==> config.mk <==
export PLATFORM = sky130hd
export DESIGN_NAME = least_loaded_node_allocator_core
export DESIGN_NICKNAME = d
export VERILOG_FILES = /design/src/rtl/core/lln_pkg.sv /design/src/rtl/core/lln_front.sv /design/src/rtl/core/lln_queue.sv /design/src/rtl/core/lln_back.sv /design/src/rtl/core/least_loaded_node_allocator_core.sv
export SDC_FILE = /design/constraint.sdc
export NUM_CORES = 1
export LEC_CHECK = 0
export BUFFER_PORTS_ARGS = -buffer_cell sky130_fd_sc_hd__buf_4
export CAP_MARGIN = 20
export CORE_ASPECT_RATIO = 1.75
export CORE_MARGIN = 2
export CORE_UTILIZATION = 64
export CTS_BUF_LIST = sky130_fd_sc_hd__clkbuf_4 sky130_fd_sc_hd__clkbuf_8
export CTS_CLUSTER_DIAMETER = 40
export DETAILED_ROUTE_END_ITERATION = 8
export HOLD_SLACK_MARGIN = 0.15
export PLACE_DENSITY = 0.86
export SETUP_SLACK_MARGIN = 0.4
export SYNTH_ARGS = -nofsm -noshare
export SYNTH_HDL_FRONTEND = slang
export SYNTH_SLANG_ARGS = --single-unit
==> constraint.sdc <==
create_clock -name clk -period 4.9 [get_ports clk]
set_input_delay 0.245 -clock clk [delete_from_list [all_inputs] [get_ports clk]]
set_output_delay 0.245 -clock clk [all_outputs]
set_load 0.01 [all_outputs]
==> src/rtl/core/lln_pkg.sv <==
// Shared types and constants for the least-loaded node allocator.
`default_nettype none

package lln_pkg;

    localparam int MAX_NODES_DEF  = 16;
    localparam int LOAD_WIDTH_DEF = 16;

    localparam int REQ_COUNT_W   = 5;
    localparam int CFG_W         = 5;
    localparam int NODE_INDEX_W  = 4;
    localparam int LOAD_BEFORE_W = 16;

    localparam logic [CFG_W-1:0] NODES_IN_USE_RESET = 5'd16;

    localparam int QUEUE_DEPTH = 2;
    localparam int QPTR_W      = $clog2(QUEUE_DEPTH);
    localparam int QCNT_W      = $clog2(QUEUE_DEPTH + 1);

    typedef struct packed {
        logic [REQ_COUNT_W-1:0] count;
        logic                   error;
    } job_t;

    typedef struct packed {
        logic valid;
        job_t job;
    } job_xfer_t;

    typedef enum logic [1:0] {
        BK_IDLE,
        BK_SCAN,
        BK_EMIT
    } back_state_t;

endpackage

`default_nettype wire

==> src/rtl/core/lln_front.sv <==
// Front end: node count register, request intake and classification.
`default_nettype none

module lln_front #(
    parameter int MAX_NODES = lln_pkg::MAX_NODES_DEF,
    parameter int CNT_W     = $clog2(MAX_NODES + 1)
) (
    input  wire logic                             clk,
    input  wire logic                             rst_n,
    input  wire logic                             cfg_wr_en,
    input  wire logic [lln_pkg::CFG_W-1:0]        cfg_wr_data,
    input  wire logic                             req_valid,
    output logic                                  req_ready,
    input  wire logic [lln_pkg::REQ_COUNT_W-1:0]  request_count,
    input  wire logic                             q_full,
    output lln_pkg::job_xfer_t                    q_push,
    output logic [CNT_W-1:0]                      eff_nodes
);

    localparam int CMP_W = (CNT_W > lln_pkg::CFG_W) ? CNT_W : lln_pkg::CFG_W;

    logic [lln_pkg::CFG_W-1:0] nodes_in_use_reg;
    logic [lln_pkg::CFG_W-1:0] nodes_in_use_next;
    logic [CMP_W-1:0]          cfg_cmp;
    logic [CMP_W-1:0]          max_cmp;
    logic [CMP_W-1:0]          eff_cmp;
    logic [CMP_W-1:0]          want_cmp;

    always_comb
    begin
        nodes_in_use_next = cfg_wr_en ? cfg_wr_data : nodes_in_use_reg;
    end

    always_ff @(posedge clk or negedge rst_n)
    begin
        if (!rst_n)
        begin
            nodes_in_use_reg <= lln_pkg::NODES_IN_USE_RESET;
        end
        else
        begin
            nodes_in_use_reg <= nodes_in_use_next;
        end
    end

    // Clamp the register to the number of counters that exist.
    always_comb
    begin
        cfg_cmp  = CMP_W'(nodes_in_use_reg);
        max_cmp  = CMP_W'(MAX_NODES);
        eff_cmp  = (cfg_cmp > max_cmp) ? max_cmp : cfg_cmp;
        want_cmp = CMP_W'(request_count);
    end

    assign eff_nodes = CNT_W'(eff_cmp);
    assign req_ready = !q_full;

    // Drop zero requests; flag requests larger than the node pool.
    always_comb
    begin
        q_push.valid     = req_valid && req_ready && (request_count != '0);
        q_push.job.count = request_count;
        q_push.job.error = (want_cmp > eff_cmp);
    end

endmodule

`default_nettype wire

==> src/rtl/core/lln_queue.sv <==
// Short job queue between the front end and the allocation engine.
`default_nettype none

module lln_queue (
    input  wire logic          clk,
    input  wire logic          rst_n,
    input  lln_pkg::job_xfer_t push,
    output logic               full,
    output lln_pkg::job_xfer_t head,
    input  wire logic          pop
);

    lln_pkg::job_t                entry_reg [lln_pkg::QUEUE_DEPTH];
    logic [lln_pkg::QPTR_W-1:0]   wr_ptr_reg;
    logic [lln_pkg::QPTR_W-1:0]   wr_ptr_next;
    logic [lln_pkg::QPTR_W-1:0]   rd_ptr_reg;
    logic [lln_pkg::QPTR_W-1:0]   rd_ptr_next;
    logic [lln_pkg::QCNT_W-1:0]   count_reg;
    logic [lln_pkg::QCNT_W-1:0]   count_next;
    logic                         do_push;
    logic                         do_pop;

    assign full     = (count_reg == lln_pkg::QCNT_W'(lln_pkg::QUEUE_DEPTH));
    assign head.valid = (count_reg != '0);
    assign head.job   = entry_reg[rd_ptr_reg];

    always_comb
    begin
        do_push     = push.valid && !full;
        do_pop      = pop && head.valid;
        wr_ptr_next = do_push ? wr_ptr_reg + lln_pkg::QPTR_W'(1) : wr_ptr_reg;
        rd_ptr_next = do_pop ? rd_ptr_reg + lln_pkg::QPTR_W'(1) : rd_ptr_reg;
        count_next  = count_reg;
        if (do_push && !do_pop)
        begin
            count_next = count_reg + lln_pkg::QCNT_W'(1);
        end
        else if (do_pop && !do_push)
        begin
            count_next = count_reg - lln_pkg::QCNT_W'(1);
        end
    end

    always_ff @(posedge clk or negedge rst_n)
    begin
        if (!rst_n)
        begin
            wr_ptr_reg <= '0;
            rd_ptr_reg <= '0;
            count_reg  <= '0;
        end
        else
        begin
            wr_ptr_reg <= wr_ptr_next;
            rd_ptr_reg <= rd_ptr_next;
            count_reg  <= count_next;
        end
    end

    always_ff @(posedge clk)
    begin
        if (do_push)
        begin
            entry_reg[wr_ptr_reg] <= push.job;
        end
    end

endmodule

`default_nettype wire

==> src/rtl/core/lln_back.sv <==
// Allocation engine: load memory, per-node minimum scan and result register.
`default_nettype none

module lln_back #(
    parameter int MAX_NODES  = lln_pkg::MAX_NODES_DEF,
    parameter int LOAD_WIDTH = lln_pkg::LOAD_WIDTH_DEF,
    parameter int CNT_W      = $clog2(MAX_NODES + 1)
) (
    input  wire logic                               clk,
    input  wire logic                               rst_n,
    input  lln_pkg::job_xfer_t                      head,
    output logic                                    pop,
    input  wire logic [CNT_W-1:0]                   eff_nodes,
    output logic                                    res_valid,
    input  wire logic                               res_ready,
    output logic [lln_pkg::NODE_INDEX_W-1:0]        node_index,
    output logic [lln_pkg::LOAD_BEFORE_W-1:0]       load_before,
    output logic                                    last_of_run,
    output logic                                    request_error
);

    localparam int IDX_W = $clog2(MAX_NODES);

    lln_pkg::back_state_t state_reg;
    lln_pkg::back_state_t state_next;

    logic [lln_pkg::REQ_COUNT_W-1:0] rem_reg;
    logic [lln_pkg::REQ_COUNT_W-1:0] rem_next;
    logic [IDX_W-1:0]                scan_idx_reg;
    logic [IDX_W-1:0]                scan_idx_next;
    logic                            issue_done_reg;
    logic                            issue_done_next;
    logic                            pend_reg;
    logic                            pend_next;
    logic [IDX_W-1:0]                pend_idx_reg;
    logic                            found_reg;
    logic                            found_next;
    logic [IDX_W-1:0]                best_idx_reg;
    logic [IDX_W-1:0]                best_idx_next;
    logic [LOAD_WIDTH-1:0]           best_load_reg;
    logic [LOAD_WIDTH-1:0]           best_load_next;
    logic [MAX_NODES-1:0]            taken_reg;
    logic [MAX_NODES-1:0]            taken_next;

    logic [LOAD_WIDTH-1:0]           load_mem [MAX_NODES];
    logic [MAX_NODES-1:0]            ld_valid_reg;
    logic [MAX_NODES-1:0]            ld_valid_next;
    logic [LOAD_WIDTH-1:0]           rd_data_reg;
    logic                            rd_live_reg;
    logic                            rd_en;
    logic                            mem_we;
    logic [LOAD_WIDTH-1:0]           sat_load;
    logic [LOAD_WIDTH-1:0]           cand_load;
    logic                            last_issue;

    logic                            out_valid_reg;
    logic                            out_valid_next;
    logic                            out_load;
    logic [lln_pkg::NODE_INDEX_W-1:0]  out_idx_reg;
    logic [lln_pkg::NODE_INDEX_W-1:0]  out_idx_next;
    logic [lln_pkg::LOAD_BEFORE_W-1:0] out_ld_reg;
    logic [lln_pkg::LOAD_BEFORE_W-1:0] out_ld_next;
    logic                            out_last_reg;
    logic                            out_last_next;
    logic                            out_err_reg;
    logic                            out_err_next;
    logic                            out_free;

    assign res_valid     = out_valid_reg;
    assign node_index    = out_idx_reg;
    assign load_before   = out_ld_reg;
    assign last_of_run   = out_last_reg;
    assign request_error = out_err_reg;

    assign out_free   = !out_valid_reg || res_ready;
    assign cand_load  = rd_live_reg ? rd_data_reg : '0;
    assign sat_load   = (best_load_reg == '1) ? best_load_reg
                                              : best_load_reg + LOAD_WIDTH'(1);
    assign last_issue = (CNT_W'(scan_idx_reg) == eff_nodes - CNT_W'(1));

    always_comb
    begin
        state_next      = state_reg;
        rem_next        = rem_reg;
        scan_idx_next   = scan_idx_reg;
        issue_done_next = issue_done_reg;
        pend_next       = 1'b0;
        found_next      = found_reg;
        best_idx_next   = best_idx_reg;
        best_load_next  = best_load_reg;
        taken_next      = taken_reg;
        ld_valid_next   = ld_valid_reg;
        rd_en           = 1'b0;
        mem_we          = 1'b0;
        pop             = 1'b0;
        out_load        = 1'b0;
        out_idx_next    = out_idx_reg;
        out_ld_next     = out_ld_reg;
        out_last_next   = out_last_reg;
        out_err_next    = out_err_reg;

        case (state_reg)
            lln_pkg::BK_IDLE:
            begin
                if (head.valid && head.job.error)
                begin
                    if (out_free)
                    begin
                        pop           = 1'b1;
                        out_load      = 1'b1;
                        out_idx_next  = '0;
                        out_ld_next   = '0;
                        out_last_next = 1'b1;
                        out_err_next  = 1'b1;
                    end
                end
                else if (head.valid)
                begin
                    pop             = 1'b1;
                    rem_next        = head.job.count;
                    taken_next      = '0;
                    scan_idx_next   = '0;
                    issue_done_next = 1'b0;
                    found_next      = 1'b0;
                    state_next      = lln_pkg::BK_SCAN;
                end
            end

            lln_pkg::BK_SCAN:
            begin
                // Issue one counter read per cycle; compare its data in the cycle after.
                if (!issue_done_reg)
                begin
                    rd_en     = 1'b1;
                    pend_next = 1'b1;
                    if (last_issue)
                    begin
                        issue_done_next = 1'b1;
                    end
                    else
                    begin
                        scan_idx_next = scan_idx_reg + IDX_W'(1);
                    end
                end
                if (pend_reg && !taken_reg[pend_idx_reg]
                    && (!found_reg || cand_load < best_load_reg))
                begin
                    found_next     = 1'b1;
                    best_idx_next  = pend_idx_reg;
                    best_load_next = cand_load;
                end
                if (issue_done_reg && !pend_reg)
                begin
                    state_next = lln_pkg::BK_EMIT;
                end
            end

            lln_pkg::BK_EMIT:
            begin
                // Hold the winner until the result register is free.
                if (out_free)
                begin
                    out_load      = 1'b1;
                    out_idx_next  = lln_pkg::NODE_INDEX_W'(best_idx_reg);
                    out_ld_next   = lln_pkg::LOAD_BEFORE_W'(best_load_reg);
                    out_last_next = (rem_reg == lln_pkg::REQ_COUNT_W'(1));
                    out_err_next  = 1'b0;
                    mem_we        = 1'b1;
                    ld_valid_next[best_idx_reg] = 1'b1;
                    taken_next[best_idx_reg]    = 1'b1;
                    rem_next      = rem_reg - lln_pkg::REQ_COUNT_W'(1);
                    if (rem_reg == lln_pkg::REQ_COUNT_W'(1))
                    begin
                        state_next = lln_pkg::BK_IDLE;
                    end
                    else
                    begin
                        scan_idx_next   = '0;
                        issue_done_next = 1'b0;
                        found_next      = 1'b0;
                        state_next      = lln_pkg::BK_SCAN;
                    end
                end
            end

            default:
            begin
                state_next = lln_pkg::BK_IDLE;
            end
        endcase

        if (out_load)
        begin
            out_valid_next = 1'b1;
        end
        else if (res_ready)
        begin
            out_valid_next = 1'b0;
        end
        else
        begin
            out_valid_next = out_valid_reg;
        end
    end

    always_ff @(posedge clk or negedge rst_n)
    begin
        if (!rst_n)
        begin
            state_reg      <= lln_pkg::BK_IDLE;
            rem_reg        <= '0;
            scan_idx_reg   <= '0;
            issue_done_reg <= 1'b0;
            pend_reg       <= 1'b0;
            found_reg      <= 1'b0;
            taken_reg      <= '0;
            ld_valid_reg   <= '0;
            out_valid_reg  <= 1'b0;
        end
        else
        begin
            state_reg      <= state_next;
            rem_reg        <= rem_next;
            scan_idx_reg   <= scan_idx_next;
            issue_done_reg <= issue_done_next;
            pend_reg       <= pend_next;
            found_reg      <= found_next;
            taken_reg      <= taken_next;
            ld_valid_reg   <= ld_valid_next;
            out_valid_reg  <= out_valid_next;
        end
    end

    always_ff @(posedge clk)
    begin
        best_idx_reg  <= best_idx_next;
        best_load_reg <= best_load_next;
        out_idx_reg   <= out_idx_next;
        out_ld_reg    <= out_ld_next;
        out_last_reg  <= out_last_next;
        out_err_reg   <= out_err_next;
        if (rd_en)
        begin
            pend_idx_reg <= scan_idx_reg;
        end
    end

    // Load memory: one write and one registered read per cycle.
    always_ff @(posedge clk)
    begin
        if (mem_we)
        begin
            load_mem[best_idx_reg] <= sat_load;
        end
        if (rd_en)
        begin
            rd_data_reg <= load_mem[scan_idx_reg];
            rd_live_reg <= ld_valid_reg[scan_idx_reg];
        end
    end

endmodule

`default_nettype wire

==> src/rtl/core/least_loaded_node_allocator_core.sv <==
// Top level of the least-loaded node allocator.
//
// Request channel (req_valid/req_ready, request_count) carries job requests;
// the result channel (res_valid/res_ready) returns one transfer per chosen
// node, lowest load first, ties to the lower index, with last_of_run on the
// final node. A request larger than the node pool returns one transfer with
// request_error set; a request for zero nodes returns nothing.
// cfg_wr_en/cfg_wr_data write nodes_in_use; write it only while idle.
//
// A request is taken from the queue while the engine is idle; then, for each
// chosen node, the engine reads the counters of the N nodes in use at one
// per cycle, settles the last compare and loads the result register.
// An error result passes from the queue to the result register.
// A two-entry queue sits between intake and engine, so requests are taken
// while the engine works; req_ready drops only when that queue is full.
// When res_ready is low the engine holds its winner and the result register
// holds its transfer. Reset clears all loads to zero and sets nodes_in_use
// to 16.
`default_nettype none

module least_loaded_node_allocator_core #(
    parameter int MAX_NODES  = lln_pkg::MAX_NODES_DEF,
    parameter int LOAD_WIDTH = lln_pkg::LOAD_WIDTH_DEF
) (
    input  wire logic                              clk,
    input  wire logic                              rst_n,
    input  wire logic                              cfg_wr_en,
    input  wire logic [lln_pkg::CFG_W-1:0]         cfg_wr_data,
    input  wire logic                              req_valid,
    output logic                                   req_ready,
    input  wire logic [lln_pkg::REQ_COUNT_W-1:0]   request_count,
    output logic                                   res_valid,
    input  wire logic                              res_ready,
    output logic [lln_pkg::NODE_INDEX_W-1:0]       node_index,
    output logic [lln_pkg::LOAD_BEFORE_W-1:0]      load_before,
    output logic                                   last_of_run,
    output logic                                   request_error
);

    localparam int CNT_W = $clog2(MAX_NODES + 1);
    localparam int CMP_W = (CNT_W > lln_pkg::NODE_INDEX_W) ? CNT_W : lln_pkg::NODE_INDEX_W;

    lln_pkg::job_xfer_t q_push;
    lln_pkg::job_xfer_t q_head;
    logic               q_full;
    logic               q_pop;
    logic [CNT_W-1:0]   eff_nodes;

    lln_front #(
        .MAX_NODES (MAX_NODES),
        .CNT_W     (CNT_W)
    ) u_front (
        .clk           (clk),
        .rst_n         (rst_n),
        .cfg_wr_en     (cfg_wr_en),
        .cfg_wr_data   (cfg_wr_data),
        .req_valid     (req_valid),
        .req_ready     (req_ready),
        .request_count (request_count),
        .q_full        (q_full),
        .q_push        (q_push),
        .eff_nodes     (eff_nodes)
    );

    lln_queue u_queue (
        .clk   (clk),
        .rst_n (rst_n),
        .push  (q_push),
        .full  (q_full),
        .head  (q_head),
        .pop   (q_pop)
    );

    lln_back #(
        .MAX_NODES  (MAX_NODES),
        .LOAD_WIDTH (LOAD_WIDTH),
        .CNT_W      (CNT_W)
    ) u_back (
        .clk           (clk),
        .rst_n         (rst_n),
        .head          (q_head),
        .pop           (q_pop),
        .eff_nodes     (eff_nodes),
        .res_valid     (res_valid),
        .res_ready     (res_ready),
        .node_index    (node_index),
        .load_before   (load_before),
        .last_of_run   (last_of_run),
        .request_error (request_error)
    );

`ifndef SYNTHESIS
    a_error_result_shape: assert property (
        @(posedge clk) disable iff (!rst_n)
        (res_valid && request_error)
            |-> (last_of_run && node_index == '0 && load_before == '0)
    ) else $error("error result carries a node or a load");

    a_node_in_pool: assert property (
        @(posedge clk) disable iff (!rst_n)
        (res_valid && !request_error)
            |-> (CMP_W'(node_index) < CMP_W'(eff_nodes))
    ) else $error("chosen node lies outside the node pool");

    a_zero_request_dropped: assert property (
        @(posedge clk) disable iff (!rst_n)
        (req_valid && req_ready && request_count == '0) |-> !q_push.valid
    ) else $error("zero-node request entered the job queue");
`endif

endmodule

`default_nettype wire

After elaboration in Yosys (flattened, before gate mapping)
Memory sizes are Yosys's and may differ from the RTL's. A register that Yosys moved wholly into a read port is not among the register bits.
Index checks and enable logic that the tools add are counted.
{"block": "word_totals", "reg_bits": 103, "ram_bits": 268, "elab_cells": 161, "output_inout_bits": 24, "mem_count": 2, "input_bits": 15}
{"memory": "u_back.load_mem", "depth": 16, "width": 16, "read_ports": 1, "rd_clocked_by_memory_dff": 1, "write_ports": 1, "line": "lln_back.sv:45", "rtl": "logic [LOAD_WIDTH-1:0] load_mem [MAX_NODES];"}
{"memory": "u_queue.entry_reg", "depth": 2, "width": 6, "read_ports": 1, "rd_clocked_by_memory_dff": 0, "write_ports": 1, "line": "lln_queue.sv:13", "rtl": "lln_pkg::job_t entry_reg [lln_pkg::QUEUE_DEPTH];"}
{"block": "op_classes", "mux": 70, "n_lt_le_gt_ge": 7, "n_bitwise": 2, "eq_ne": 16, "reduce_logical": 35, "n_addsub": 8}
{"cell": "$mux 16", "count": 8}
{"cell": "$pmux 16 s2", "count": 2}
{"cell": "$mux 4", "count": 9}
{"cell": "$or 16x16->16", "count": 2}
{"cell": "$mux 1", "count": 29}
{"cell": "$mux 5", "count": 4}
{"cell": "$add 16x1->16 const B", "count": 1}
{"cell": "$eq 16x16->1 const B", "count": 1}
{"cell": "$lt 16x16->1", "count": 1}
{"cell": "$lt 4x5->1 const B", "count": 3}
{"cell": "$mux 2", "count": 6}
{"cell": "$ne 2x1->1 const B", "count": 6}
{"cell": "$pmux 4 s3", "count": 1}
{"cell": "$reduce_and 4->1", "count": 3}
{"cell": "$logic_and 1x1->1", "count": 11}
{"cell": "$pmux 5 s2", "count": 1}
{"cell": "$sub 5x1->5 const B", "count": 2}
{"cell": "$bmux 1 s4", "count": 2}
{"cell": "$ne 2x2->1 const B", "count": 4}
{"cell": "$pmux 4 s2", "count": 1}
{"cell": "$reduce_bool 2->1", "count": 4}
{"cell": "$logic_not 1->1", "count": 7}
{"cell": "$reduce_and 7->1", "count": 1}
{"cell": "$pmux 1 s2", "count": 3}
{"cell": "21 further kinds", "count": 26}

Longest topological paths before layout
{"block": "logic_depth", "ltp_word": 9, "mapped_depth": 9, "depth_no_buf": 9}

By module
From an unflattened synthesis, not the netlist that was laid out.
{"block": "unflattened", "cells_unflattened": 868, "area_unflattened_um2": 16086.7}
{"mod": "lln_back", "cells_per_inst": 789, "n_inst": 1, "seq_area_each_um2": 10755.3, "area_each_um2": 15065.7}
{"mod": "lln_queue", "cells_per_inst": 38, "n_inst": 1, "seq_area_each_um2": 460.4, "area_each_um2": 640.6}
{"mod": "lln_front", "cells_per_inst": 41, "n_inst": 1, "seq_area_each_um2": 126.4, "area_each_um2": 380.4}

Least setup slack after synthesis
OpenSTA, ideal clock, no wires.
{"block": "synth_timing", "path_kind": "reg-to-reg", "start": "register u_back.rd_live_reg", "end": "register u_back.best_idx_reg[0], enable pin", "setup_time_ns": 0.448, "required_time_ns": 4.452, "path_buffers": 1, "t_arrival_ns": 3.912, "path_stages_with_launch": 9, "slack_ns": 0.540, "synth_period_minus_slack_ns": 4.360, "path_cell_list": "edfxtp_1 clkbuf_1 and2_1 ha_1 a21o_1 a2111oi_0 nor3_1 o31a_1 nor4_1"}
{"block": "synth_via", "elab_chain_cells": 5}
{"element": "start: declaration", "line": "lln_back.sv:49", "rtl": "logic rd_live_reg;"}
{"element": "start signal: assignment", "line": "lln_back.sv:258", "rtl": "rd_live_reg <= ld_valid_reg[scan_idx_reg];"}
{"element": "$mux 16", "line": "lln_back.sv:76", "rtl": "assign cand_load = rd_live_reg ? rd_data_reg : '0;"}
{"element": "named net u_back.cand_load[10]", "line": "lln_back.sv:53", "rtl": "logic [LOAD_WIDTH-1:0] cand_load;"}
{"element": "$lt 16x16->1", "line": "lln_back.sv:146", "rtl": "&& (!found_reg || cand_load < best_load_reg))"}
{"element": "$logic_or 1x1->1", "line": "lln_back.sv:146"}
{"element": "$logic_and 1x1->1", "line": "lln_back.sv:146"}
{"element": "$reduce_and 2->1 (no line)"}
{"element": "end signal: assignment", "line": "lln_back.sv:236", "rtl": "best_idx_reg <= best_idx_next;"}
{"element": "end: declaration", "line": "lln_back.sv:38", "rtl": "logic [IDX_W-1:0] best_idx_reg;"}
The timed path passes the listed nets, and every way through them passes these cells.
A chain may end at the register's enable or synchronous reset.

Worst setup path after layout
Same ends and word-level chain as after synthesis.

==> reports/metrics.yaml <==
logic_synthesis:
  synthTopCellsByArea: "edfxtp_1 62%, dfrtp_1 8.6%, mux4_2 5.5%, mux2i_1 3.6%, ha_1 2.0%"
  yosysSeqAreaShare: 0.7065
  synthSimpleGateAreaFrac: 0.06929
  yosysWarningCount: 0
  synth-edff-count: 331
  yosysTopAreaCell: "edfxtp_1"
  muxShareOfSynthArea: 0.1094
  synth_fa_ha_area_frac: 0.02027
  synth_top_area_share: 0.6192
  ys.flop_type: "edfxtp_1"
  syn_avg_cell_area_um2: 16.18
  synthCells: 992
  ys_ff_latch: 387
  synth_xor_area_frac: 0.01037
  syn-num-nets: 1033
  netlist_area_mm2: 0.01605
  async_flop_share: 0.1447
  synth-compound-area-share: 0.06189
  synth_top_family_by_area: "multiplexers"
  ys_types: 58
detailed_routing:
  first_pass_iters: 5
  via_count: 9182
  post_drt_wl_per_cell_um: 24.09
  drt_first_iter_violations: 736
  routed_via_density: 6.434
  ant_nets: 0
  drc: 0
  routed_wl_um: 34380
global_routing:
  grt_pass1_wl_um: 51840
  grt_usage: 0.2656
  grt_max_degree: 57
  antenna_found_initial: 1
  grt_pass1_vias: 9454
  gr-total-overflow: 0
sta:
  setup_violations: 0
  slew_violations: 0
  fmax_mhz: 278.1
  period_share: 0.7337
  fin_tns_setup_ns: 0
  tightest_slew_ns: 1.059
  finClkSkew_ns: 0.01853
  min_period_ns: 3.595
  slew_headroom: 0.2933
  final_hold_viol_count: 0
  rsz0062_at_grt: "false"
setup_path:
  crit_type: "reg -> reg"
  worstPathMaxFanout: 16
  start_kind: "flip-flop"
  cp-end-kind: "flip-flop"
  worstPathRequired_ns: 5.19
  cp_data_arrival_time_ns: 3.89
layout:
  regMostFlops: "u_back.load_mem"
  layout_common_cells: "331 x edfxtp_1, 57 x mux2i_1, 54 x buf_4"
  drive_gt1_frac: 0.2316
  multi_input_area_mm2: 0.004431
  largest_reg_flops: 256
  seq_area_mm2: 0.01135
  final_cells: 1427
  final_nets: 1116
  areaGrowthSynthToFinish_pct: 11.89
  layout_commonest_cell: "edfxtp_1"
  nFillCells: 1406
floorplan:
  row_count: 76
  dieArea_mm2: 0.02642
  die_w_um: 123.7
  coreArea_mm2: 0.02463
  ioPinCount: 39
  die_h_um: 213.5
  start_util: 0.6518
clock_tree:
  tritoncts: "done"
  hold_buffers: 14
  cts.sinks: 387
  post_cts_buffers: 0
  cts_made_buffers: 51
  cts_max_level: 2
  clk_pin_slew_ns: 0.07
  cts_resized: 0
  clock_latency_ns: 0.61
  cts-root-buf: "clkbuf_8"
  cts_buffer_depth: 3
placement:
  dp_hpwl_um: 22450
  io_buffer_count: 38
  gp_congestion: 0.8489
  dp_cells: 1310
power:
  p_leak_nw: 6.247
  ir_drop_mv: 0.2360
  power_density_mw_per_mm2: 520.5
flow_run:
  drv_cap: 0
outcome:
  status: "finished clean"
min_path:
  hp-class: "in -> async"
[metrics by stage]
stage | util | setup slack, ns | cell area, um^2 | hold slack (ns) | total power, mW
6_report | 0.7293 | 1.305 | 17960 | 0.2510 | 9.350
5_1_grt | 0.7293 | 1.089 | 17960 | 0.3277 | 9.746
4_1_cts | 0.7243 | 1.274 | 17840 | 0.2706 | 9.330
3_5_place_dp | 0.6769 | 1.294 | 16670 | 0.3605 | 6.939
3_3_place_gp | 0.6758 | 1.375 | 16640 | 0.3565 | 6.817
2_1_floorplan | - | 0.5396 | 16050 | -0.05059 | 6.171
[worst max-delay path: stages (launching register included)]
cell and delay (ns):
edfxtp_1 0.56, and2_1 0.24, ha_1 0.34, a21o_1 0.18, a2111oi_0 0.55, nor3_1 0.10, o31a_1 0.27, nor4_2 0.66
buf_4 0.36
[metal layers]
metal / wire length, um / global-route usage
met5: 0 / 0
met4: 1427 / 0.1266
met3: 2146 / 0.04202
met2: 18680 / 0.4761
met1: 12130 / 0.3079
[cell type report]
type                    count  share of cell area
clock buffers              62             0.04437
inverters                  29            0.006061
clock inverters            30             0.01275
multi-input cells         531              0.2467
repair buffers             75             0.03650
well taps                 312             0.02173
flip-flops and latches    387              0.6318
diodes                      1           0.0001393
[worst paths after layout]
kind	start	endpoint	slack [ns]	cells after the start
hold / removal	rst_n	u_back.scan_idx_reg[3]	0.25	2
setup reg to reg	u_back.rd_live_reg	u_back.best_idx_reg[0]	1.30	8
hold reg to reg	u_back.ld_valid_reg[14]	u_back.ld_valid_reg[14]	0.46	1
min in group clk	cfg_wr_data[4]	u_front.cfg_cmp[4]	0.40	4
setup / recovery	u_back.rd_live_reg	u_back.best_idx_reg[0]	1.30	8
max in group asynchronous	rst_n	u_back.scan_idx_reg[0]	4.09	2
[cells by family after synthesis]
| group | Yosys count |
|---|---|
| XOR/XNOR | 19 |
| AO/OA/AOI/OAI | 149 |
| flip-flops | 387 |
| adder cells (fa/ha/maj) | 26 |
| multiplexers | 123 |
| buffers and inverters | 74 |
| AND/OR/NAND/NOR | 214 |
[report_power, final]
| part | switching [mW] | total [mW] | internal (mW) |
|---|---|---|---|
| Combinational | 1.36 | 2.39 | 1.03 |
| Sequential | 0.382 | 4.55 | 4.17 |
| Clock | 1.16 | 2.41 | 1.24 |
| Total | 2.90 | 9.35 | 6.45 |
[synth_stat cells (all sizes together), types with 18 or more instances]
| master | number |
|---|---|
| nor3 | 18 |
| inv | 29 |
| edfxtp | 331 |
| mux2i | 57 |
| nor2 | 45 |
| o21ai | 45 |
| clkbuf | 23 |
| buf | 22 |
| ha | 26 |
| or2 | 18 |
| and2 | 26 |
| dfrtp | 55 |
| o21a | 19 |
| mux2 | 27 |
| nand2 | 44 |
| mux4 | 39 |
| a221oi | 18 |
| a21oi | 28 |
(Power assumes the default switching activity.)
